[src/sv/usc_pkg.sv]
`default_nettype none

package usc_pkg;

    // pipeline depth from an accepted start to the done beat
    localparam int LATENCY = 10;

    // configuration port
    localparam int ADDR_W = 3;
    localparam logic [0:0] REG_ZONE = 1'b0;
    localparam logic [4:0] ZONE_RESET = 5'd8;
    localparam logic [31:0] SECS_PER_HOUR = 32'd3600;

    // reciprocals, each exact over the input width it is used at
    localparam logic [25:0] RECIP_675   = 26'd50903317;  // 25-bit input, shift 35
    localparam logic [17:0] RECIP_3600  = 18'd149131;    // 17-bit input, shift 29
    localparam logic [17:0] RECIP_60    = 18'd139811;    // 17-bit input, shift 23
    localparam logic [18:0] RECIP_1460  = 19'd367720;    // 18-bit input, shift 29
    localparam logic [18:0] RECIP_36524 = 19'd470373;    // 18-bit input, shift 34
    localparam logic [18:0] RECIP_365   = 19'd367720;    // 18-bit input, shift 27
    localparam logic [9:0]  RECIP_100   = 10'd656;       // 9-bit input, shift 16
    localparam logic [11:0] RECIP_153   = 12'd3427;      // 11-bit input, shift 19

    // day count split: days since 1970 where the 400-year era changes
    localparam logic [15:0] ERA5_FIRST_DAY = 16'd11017;
    localparam logic [17:0] ERA4_DOE_BASE  = 18'd135080;
    localparam logic [11:0] ERA4_YEAR      = 12'd1600;
    localparam logic [11:0] ERA5_YEAR      = 12'd2000;
    localparam logic [17:0] LAST_ERA_DAY   = 18'd146096;

    // sign-extended hour offset scaled to seconds, modulo 2^32
    function automatic logic [31:0] zone_seconds(input logic [4:0] hours);
        logic [31:0] h32;
        h32 = {{27{hours[4]}}, hours};
        return h32 * SECS_PER_HOUR;
    endfunction

    // first day of each march-based month within the year
    function automatic logic [8:0] month_start(input logic [3:0] mp);
        logic [8:0] d;
        case (mp)
            4'd0:    d = 9'd0;
            4'd1:    d = 9'd31;
            4'd2:    d = 9'd61;
            4'd3:    d = 9'd92;
            4'd4:    d = 9'd122;
            4'd5:    d = 9'd153;
            4'd6:    d = 9'd184;
            4'd7:    d = 9'd214;
            4'd8:    d = 9'd245;
            4'd9:    d = 9'd275;
            4'd10:   d = 9'd306;
            4'd11:   d = 9'd337;
            default: d = 9'd0;
        endcase
        return d;
    endfunction

endpackage

`default_nettype wire

[src/sv/unix_seconds_to_calendar.sv]
// throughput: one timestamp per cycle, busy stays low; the conversion runs in a
// ten-stage chain of adders and constant-reciprocal multipliers, one stage per register
// reset: asynchronous, active low; clears the valid chain and sets the zone
// offset back to +8 hours; the receiver cannot stall, done lasts one cycle
`default_nettype none

module unix_seconds_to_calendar (
    input  logic                       clk,
    input  logic                       rst_n,
    input  logic                       start,
    output logic                       busy,
    input  logic [31:0]                utc_seconds,
    output logic                       done,
    output logic [11:0]                year,
    output logic [3:0]                 month,
    output logic [4:0]                 day_of_month,
    output logic [4:0]                 hour,
    output logic [5:0]                 minute,
    output logic [5:0]                 second,
    input  logic                       psel,
    input  logic                       penable,
    input  logic                       pwrite,
    input  logic [usc_pkg::ADDR_W-1:0] paddr,
    input  logic [31:0]                pwdata,
    output logic [31:0]                prdata,
    output logic                       pready
);
    import usc_pkg::*;

    typedef struct packed {
        logic [4:0] hr;
        logic [5:0] mn;
        logic [5:0] sc;
    } tod_t;

    // configuration register and its value in seconds
    logic [4:0]  zone_reg, zone_next;
    logic [31:0] zone_secs_reg, zone_secs_next;
    logic        wr_en;
    logic        in_acc;
    logic [LATENCY-1:0] vld_reg, vld_next;

    assign pready = 1'b1;
    assign busy   = 1'b0;
    assign in_acc = start & ~busy;
    assign wr_en  = psel & penable & pwrite & (paddr[ADDR_W-1:2] == REG_ZONE);

    always_comb
    begin
        zone_next      = zone_reg;
        zone_secs_next = zone_secs_reg;
        if (wr_en)
        begin
            zone_next      = pwdata[4:0];
            zone_secs_next = zone_seconds(pwdata[4:0]);
        end
    end

    // register read-back
    always_comb
    begin
        if (paddr[ADDR_W-1:2] == REG_ZONE)
            prdata = {27'd0, zone_reg};
        else
            prdata = '0;
    end

    // valid bits travel alongside the data
    assign vld_next = {vld_reg[LATENCY-2:0], in_acc};
    assign done     = vld_reg[LATENCY-1];

    always_ff @(posedge clk or negedge rst_n)
    begin
        if (!rst_n)
        begin
            zone_reg      <= ZONE_RESET;
            zone_secs_reg <= zone_seconds(ZONE_RESET);
            vld_reg       <= '0;
        end
        else
        begin
            zone_reg      <= zone_next;
            zone_secs_reg <= zone_secs_next;
            vld_reg       <= vld_next;
        end
    end

    // stage 1: apply zone offset
    logic [31:0] s1_t_reg, s1_t_next;
    assign s1_t_next = utc_seconds + zone_secs_reg;

    // stage 2: day count by reciprocal of 675 on seconds over 128
    logic [50:0] s2_prod;
    logic [15:0] s2_days_reg, s2_days_next;
    logic [31:0] s2_t_reg;
    assign s2_prod      = s1_t_reg[31:7] * RECIP_675;
    assign s2_days_next = s2_prod[50:35];

    // stage 3: seconds of day and day of era
    logic [25:0] s3_prod;
    logic [24:0] s3_diff;
    logic [16:0] s3_rem_reg, s3_rem_next;
    logic [17:0] s3_doe_reg, s3_doe_next;
    logic        s3_era5_reg, s3_era5_next;
    assign s3_prod     = s2_days_reg * 10'd675;
    assign s3_diff     = s2_t_reg[31:7] - s3_prod[24:0];
    assign s3_rem_next = {s3_diff[9:0], s2_t_reg[6:0]};

    always_comb
    begin
        s3_era5_next = (s2_days_reg >= ERA5_FIRST_DAY);
        if (s3_era5_next)
            s3_doe_next = {2'b00, s2_days_reg} - {2'b00, ERA5_FIRST_DAY};
        else
            s3_doe_next = {2'b00, s2_days_reg} + ERA4_DOE_BASE;
    end

    // stage 4: hours, total minutes and leap corrections
    logic [34:0] s4_prod_h, s4_prod_m;
    logic [36:0] s4_prod_a, s4_prod_b;
    logic [4:0]  s4_hr_reg, s4_hr_next;
    logic [10:0] s4_mins_reg, s4_mins_next;
    logic [6:0]  s4_a_reg, s4_a_next;
    logic [2:0]  s4_b_reg, s4_b_next;
    logic        s4_c_reg, s4_c_next;
    logic [16:0] s4_rem_reg;
    logic [17:0] s4_doe_reg;
    logic        s4_era5_reg;
    assign s4_prod_h    = s3_rem_reg * RECIP_3600;
    assign s4_prod_m    = s3_rem_reg * RECIP_60;
    assign s4_prod_a    = s3_doe_reg * RECIP_1460;
    assign s4_prod_b    = s3_doe_reg * RECIP_36524;
    assign s4_hr_next   = s4_prod_h[33:29];
    assign s4_mins_next = s4_prod_m[33:23];
    assign s4_a_next    = s4_prod_a[35:29];
    assign s4_b_next    = s4_prod_b[36:34];
    assign s4_c_next    = (s3_doe_reg == LAST_ERA_DAY);

    // stage 5: minute and second, leap-adjusted day of era
    logic [16:0] s5_m60;
    logic [10:0] s5_h60;
    logic [16:0] s5_sdiff;
    logic [10:0] s5_mdiff;
    tod_t        s5_tod_reg, s5_tod_next;
    logic [17:0] s5_n_reg, s5_n_next;
    logic [17:0] s5_doe_reg;
    logic        s5_era5_reg;
    assign s5_m60    = s4_mins_reg * 6'd60;
    assign s5_h60    = s4_hr_reg * 6'd60;
    assign s5_sdiff  = s4_rem_reg - s5_m60;
    assign s5_mdiff  = s4_mins_reg - s5_h60;
    assign s5_tod_next = '{hr: s4_hr_reg, mn: s5_mdiff[5:0], sc: s5_sdiff[5:0]};
    assign s5_n_next = s4_doe_reg - {11'd0, s4_a_reg} + {15'd0, s4_b_reg}
                       - {17'd0, s4_c_reg};

    // stage 6: year of era
    logic [36:0] s6_prod;
    logic [8:0]  s6_yoe_reg, s6_yoe_next;
    tod_t        s6_tod_reg;
    logic [17:0] s6_doe_reg;
    logic        s6_era5_reg;
    assign s6_prod     = s5_n_reg * RECIP_365;
    assign s6_yoe_next = s6_prod[35:27];

    // stage 7: days in whole years, century count
    logic [18:0] s7_prod100;
    logic [17:0] s7_y365_reg, s7_y365_next;
    logic [1:0]  s7_q100_reg, s7_q100_next;
    logic [8:0]  s7_yoe_reg;
    tod_t        s7_tod_reg;
    logic [17:0] s7_doe_reg;
    logic        s7_era5_reg;
    assign s7_prod100   = s6_yoe_reg * RECIP_100;
    assign s7_q100_next = s7_prod100[17:16];
    assign s7_y365_next = s6_yoe_reg * 9'd365;

    // stage 8: day of march-based year
    logic [17:0] s8_ydays;
    logic [17:0] s8_diff;
    logic [8:0]  s8_doy_reg, s8_doy_next;
    logic [8:0]  s8_yoe_reg;
    tod_t        s8_tod_reg;
    logic        s8_era5_reg;
    assign s8_ydays    = s7_y365_reg + {11'd0, s7_yoe_reg[8:2]} - {16'd0, s7_q100_reg};
    assign s8_diff     = s7_doe_reg - s8_ydays;
    assign s8_doy_next = s8_diff[8:0];

    // stage 9: march-based month index
    logic [10:0] s9_v;
    logic [22:0] s9_prod;
    logic [3:0]  s9_mp_reg, s9_mp_next;
    logic [8:0]  s9_doy_reg;
    logic [8:0]  s9_yoe_reg;
    tod_t        s9_tod_reg;
    logic        s9_era5_reg;
    assign s9_v       = {s8_doy_reg, 2'b00} + {2'b00, s8_doy_reg} + 11'd2;
    assign s9_prod    = s9_v * RECIP_153;
    assign s9_mp_next = s9_prod[22:19];

    // stage 10: civil date out
    logic [8:0]  s10_dday;
    logic [11:0] s10_base;
    logic        s10_jan_feb;
    logic [11:0] year_next;
    logic [3:0]  month_next;
    logic [4:0]  day_next;
    tod_t        out_tod_reg;
    assign s10_dday    = s9_doy_reg - month_start(s9_mp_reg) + 9'd1;
    assign s10_base    = s9_era5_reg ? ERA5_YEAR : ERA4_YEAR;
    assign s10_jan_feb = (s9_mp_reg >= 4'd10);
    assign year_next   = {3'd0, s9_yoe_reg} + s10_base + {11'd0, s10_jan_feb};
    assign month_next  = s10_jan_feb ? (s9_mp_reg - 4'd9) : (s9_mp_reg + 4'd3);
    assign day_next    = s10_dday[4:0];

    // pipeline payload, no reset
    always_ff @(posedge clk)
    begin
        s1_t_reg     <= s1_t_next;

        s2_days_reg  <= s2_days_next;
        s2_t_reg     <= s1_t_reg;

        s3_rem_reg   <= s3_rem_next;
        s3_doe_reg   <= s3_doe_next;
        s3_era5_reg  <= s3_era5_next;

        s4_hr_reg    <= s4_hr_next;
        s4_mins_reg  <= s4_mins_next;
        s4_a_reg     <= s4_a_next;
        s4_b_reg     <= s4_b_next;
        s4_c_reg     <= s4_c_next;
        s4_rem_reg   <= s3_rem_reg;
        s4_doe_reg   <= s3_doe_reg;
        s4_era5_reg  <= s3_era5_reg;

        s5_tod_reg   <= s5_tod_next;
        s5_n_reg     <= s5_n_next;
        s5_doe_reg   <= s4_doe_reg;
        s5_era5_reg  <= s4_era5_reg;

        s6_yoe_reg   <= s6_yoe_next;
        s6_tod_reg   <= s5_tod_reg;
        s6_doe_reg   <= s5_doe_reg;
        s6_era5_reg  <= s5_era5_reg;

        s7_y365_reg  <= s7_y365_next;
        s7_q100_reg  <= s7_q100_next;
        s7_yoe_reg   <= s6_yoe_reg;
        s7_tod_reg   <= s6_tod_reg;
        s7_doe_reg   <= s6_doe_reg;
        s7_era5_reg  <= s6_era5_reg;

        s8_doy_reg   <= s8_doy_next;
        s8_yoe_reg   <= s7_yoe_reg;
        s8_tod_reg   <= s7_tod_reg;
        s8_era5_reg  <= s7_era5_reg;

        s9_mp_reg    <= s9_mp_next;
        s9_doy_reg   <= s8_doy_reg;
        s9_yoe_reg   <= s8_yoe_reg;
        s9_tod_reg   <= s8_tod_reg;
        s9_era5_reg  <= s8_era5_reg;

        year         <= year_next;
        month        <= month_next;
        day_of_month <= day_next;
        out_tod_reg  <= s9_tod_reg;
    end

    assign hour   = out_tod_reg.hr;
    assign minute = out_tod_reg.mn;
    assign second = out_tod_reg.sc;

endmodule

`default_nettype wire

[config.mk]
export PLATFORM = sky130hd
export DESIGN_NAME = unix_seconds_to_calendar
export DESIGN_NICKNAME = d
export VERILOG_FILES = /design/src/sv/usc_pkg.sv /design/src/sv/unix_seconds_to_calendar.sv
export SDC_FILE = /design/constraint.sdc
export NUM_CORES = 2
export LEC_CHECK = 0
export BUFFER_PORTS_ARGS = -buffer_cell sky130_fd_sc_hd__buf_4
export CELL_PAD_IN_SITES_DETAIL_PLACEMENT = 1
export CELL_PAD_IN_SITES_GLOBAL_PLACEMENT = 1
export CORE_ASPECT_RATIO = 1.75
export CORE_MARGIN = 5
export CORE_UTILIZATION = 50
export DETAILED_ROUTE_END_ITERATION = 8
export PLACE_DENSITY = 0.82
export SLEW_MARGIN = 20
export SYNTH_ARGS = -nofsm -noshare
export SYNTH_HDL_FRONTEND = slang
export SYNTH_SLANG_ARGS = --single-unit
[constraint.sdc]
create_clock -name clk -period 9.84 [get_ports clk]
set_clock_uncertainty 0.15 [all_clocks]
set_input_delay 1.476 -clock clk [delete_from_list [all_inputs] [get_ports clk]]
set_output_delay 1.476 -clock clk [all_outputs]
set_load 0.05 [all_outputs]
==> flow_summary.yaml <==
status:
  status: "finished, final reports clean"
clock_tree:
  clk_latency_ns: 0.63
  clockBufferDepth: 3
  hold_buffers: 0
  cts_root_buffer: "clkbuf_16"
  htree_levels: 2
  cts_sinks: 425
  cts_resized: 0
  cts_tree: "done"
  path_clk_slew_ns: 0.07
  cts_setup_buffers: 0
  numCtsBuffers: 43
grt:
  grtUsageMet2: 0.506
  top_usage_layer: "met2"
  grt_util_all_layers: 0.247
  grt-ovfl-total: 0
  grt_max_degree: 37
  globalRouteMet3Util: 0.0280
  grt_pass1_vias: 39400
  grt_first_pass_wirelength_um: 201000
  grt_antenna_before_repair: 1
  global_route.usage.met1: 0.207
floorplanning:
  core_area_um2: 97800
  rows: 152
  start_util: 0.501
  die_area_um2: 105000
  dieHeight_um: 424
  dieWidth_um: 247
  num_io_pins: 146
sta:
  finalCritPeriodShare: 0.805
  grt_setup_unrepaired: "no"
  min_period_ns: 7.92
  hold_violations: 0
  setup_viol: 0
  fmax_mhz: 126
  maxSlewViolCount: 0
  fin_setup_tns_ns: 0
  relSlewSlack: 0.298
  worst_pin_slew_ns: 1.03
  hold_slack_ns: 0.166
placed_design:
  dp.cells: 5951
  place_congestion: 0.929
  io_buffers: 87
  place_hpwl_um: 109000
layout:
  final_core_util: 0.539
  final_layout_size_suffix_gt1_frac: 0.0485
  final_cell_mix: "ha_1, inv_1, fa_1"
  instances_no_fill: 6030
  largest_register_ffs: 32
  final_common_cell: "ha_1"
  antennaDiodeCount: 0
  syn_to_final_growth_pct: 7.57
  num-nets-final: 6674
critical_path:
  critPathMaxFanout: 8
  cp-start-kind: "flip-flop"
  cp_slowest_cell: "dfxtp_1"
  cpPeakStageDelay_ns: 0.64
  crit_top_cell: "inv_1"
  r2r_setup_slack_ns: 1.92
  end_kind: "flip-flop"
  path_class: "reg2reg"
  worst-endpoint-arrival_ns: 8.31
  worstPathRequired_ns: 10.22
detailed_routing:
  drt_iter0_drc: 809
  postRouteAntennaNets: 0
  drc_errors: 0
  finalWirelength_um: 126000
  wl_per_cell_um: 21.0
  viasPerCell: 5.36
  firstDrtPassIters: 4
  dr_total_vias: 32300
synth:
  syn_area_um2: 49000
  syn_inst: 4550
  synth.avg_cell_area_um2: 10.8
  yosys_warnings: 0
  synth_top_area_cell: "ha_1"
  synth_ff_type: "dfxtp_1"
  synth_edf_count: 0
  synth_top_area_frac: 0.310
  yosys-top-cells-area: "ha_1, fa_1, dfxtp_1"
  synth.distinct_cells: 83
  synth_seq_cells: 425
  synthArstFlopShare: 0.0847
  ys_seq_area_frac: 0.177
worst_hold_path:
  hp-class: "reg2reg"
job:
  cap_viol_max_count: 0
metal layers:
layer  up-vias  share of wire
met1     16400           0.29
met2       756           0.58
met3       537          0.028
met5         -              0
li1      14600              -
met4         0          0.098
cell type report:
cell class	instances	area [µm²]
repair buffers	105	788
inverters	1176	4410
clock buffers	54	1200
multi-input cells	2936	35700
fillers	10800	45000
well taps	1309	1640
clock inverters	25	248
flip-flops and latches	425	8690
path summary, 6_finish.rpt:
path	startpoint	endpoint	cells after the start
min reg2reg	s5_doe_reg[3]	s6_doe_reg[3]	0
max in group asynchronous	rst_n	zone_reg[3]	1
max reg2reg	s8_doy_reg[0]	flip-flop	33
min in group asynchronous	rst_n	vld_reg[0]	1
min	s5_doe_reg[3]	s6_doe_reg[3]	0
max	s8_doy_reg[0]	flip-flop	33
cells by family after synthesis:
logic type,synth area share
adder cells (fa/ha/maj),0.596
buffers and inverters,0.0954
AO/OA/AOI/OAI,0.0578
flip-flops,0.177
AND/OR/NAND/NOR,0.0353
XOR/XNOR,0.0350
multiplexers,0.00309
other,0.000153
through the flow:
stage | instance area, µm² | worst slack [ns]
2_1_floorplan | 49100 | 3.09
3_3_place_gp | 51300 | 2.19
3_5_place_dp | 51300 | 2.03
4_1_cts | 52700 | 1.93
5_1_grt | 52700 | 1.36
6_report | 52700 | 1.92
synth_stat cells, types with 18 or more instances:
cell type,count
a21o_1,64
a21oi_1,136
buf_4,29
dfrtp_1,32
dfxtp_1,389
fa_1,700
ha_1,1214
inv_1,1176
nand2_1,86
nand3_1,35
nand4_1,19
nor2_1,99
nor2b_1,27
nor3_1,29
o21a_1,19
o21ai_0,67
o21bai_1,18
xnor2_1,153
xor2_1,43
worst max-delay path: cells and delay by family (launching register included):
family / cells / cell delay, ns
buf+inv: 6 / 0.65
flops: 1 / 0.64
xor+xnor: 2 / 0.48
simple gates: 3 / 0.25
mux: 1 / 0.22
compound gates: 13 / 2.65
fa+ha+maj: 8 / 2.80
Power is not shown: default switching activity piles up to over one toggle a cycle in this logic, so the estimate is an artifact.
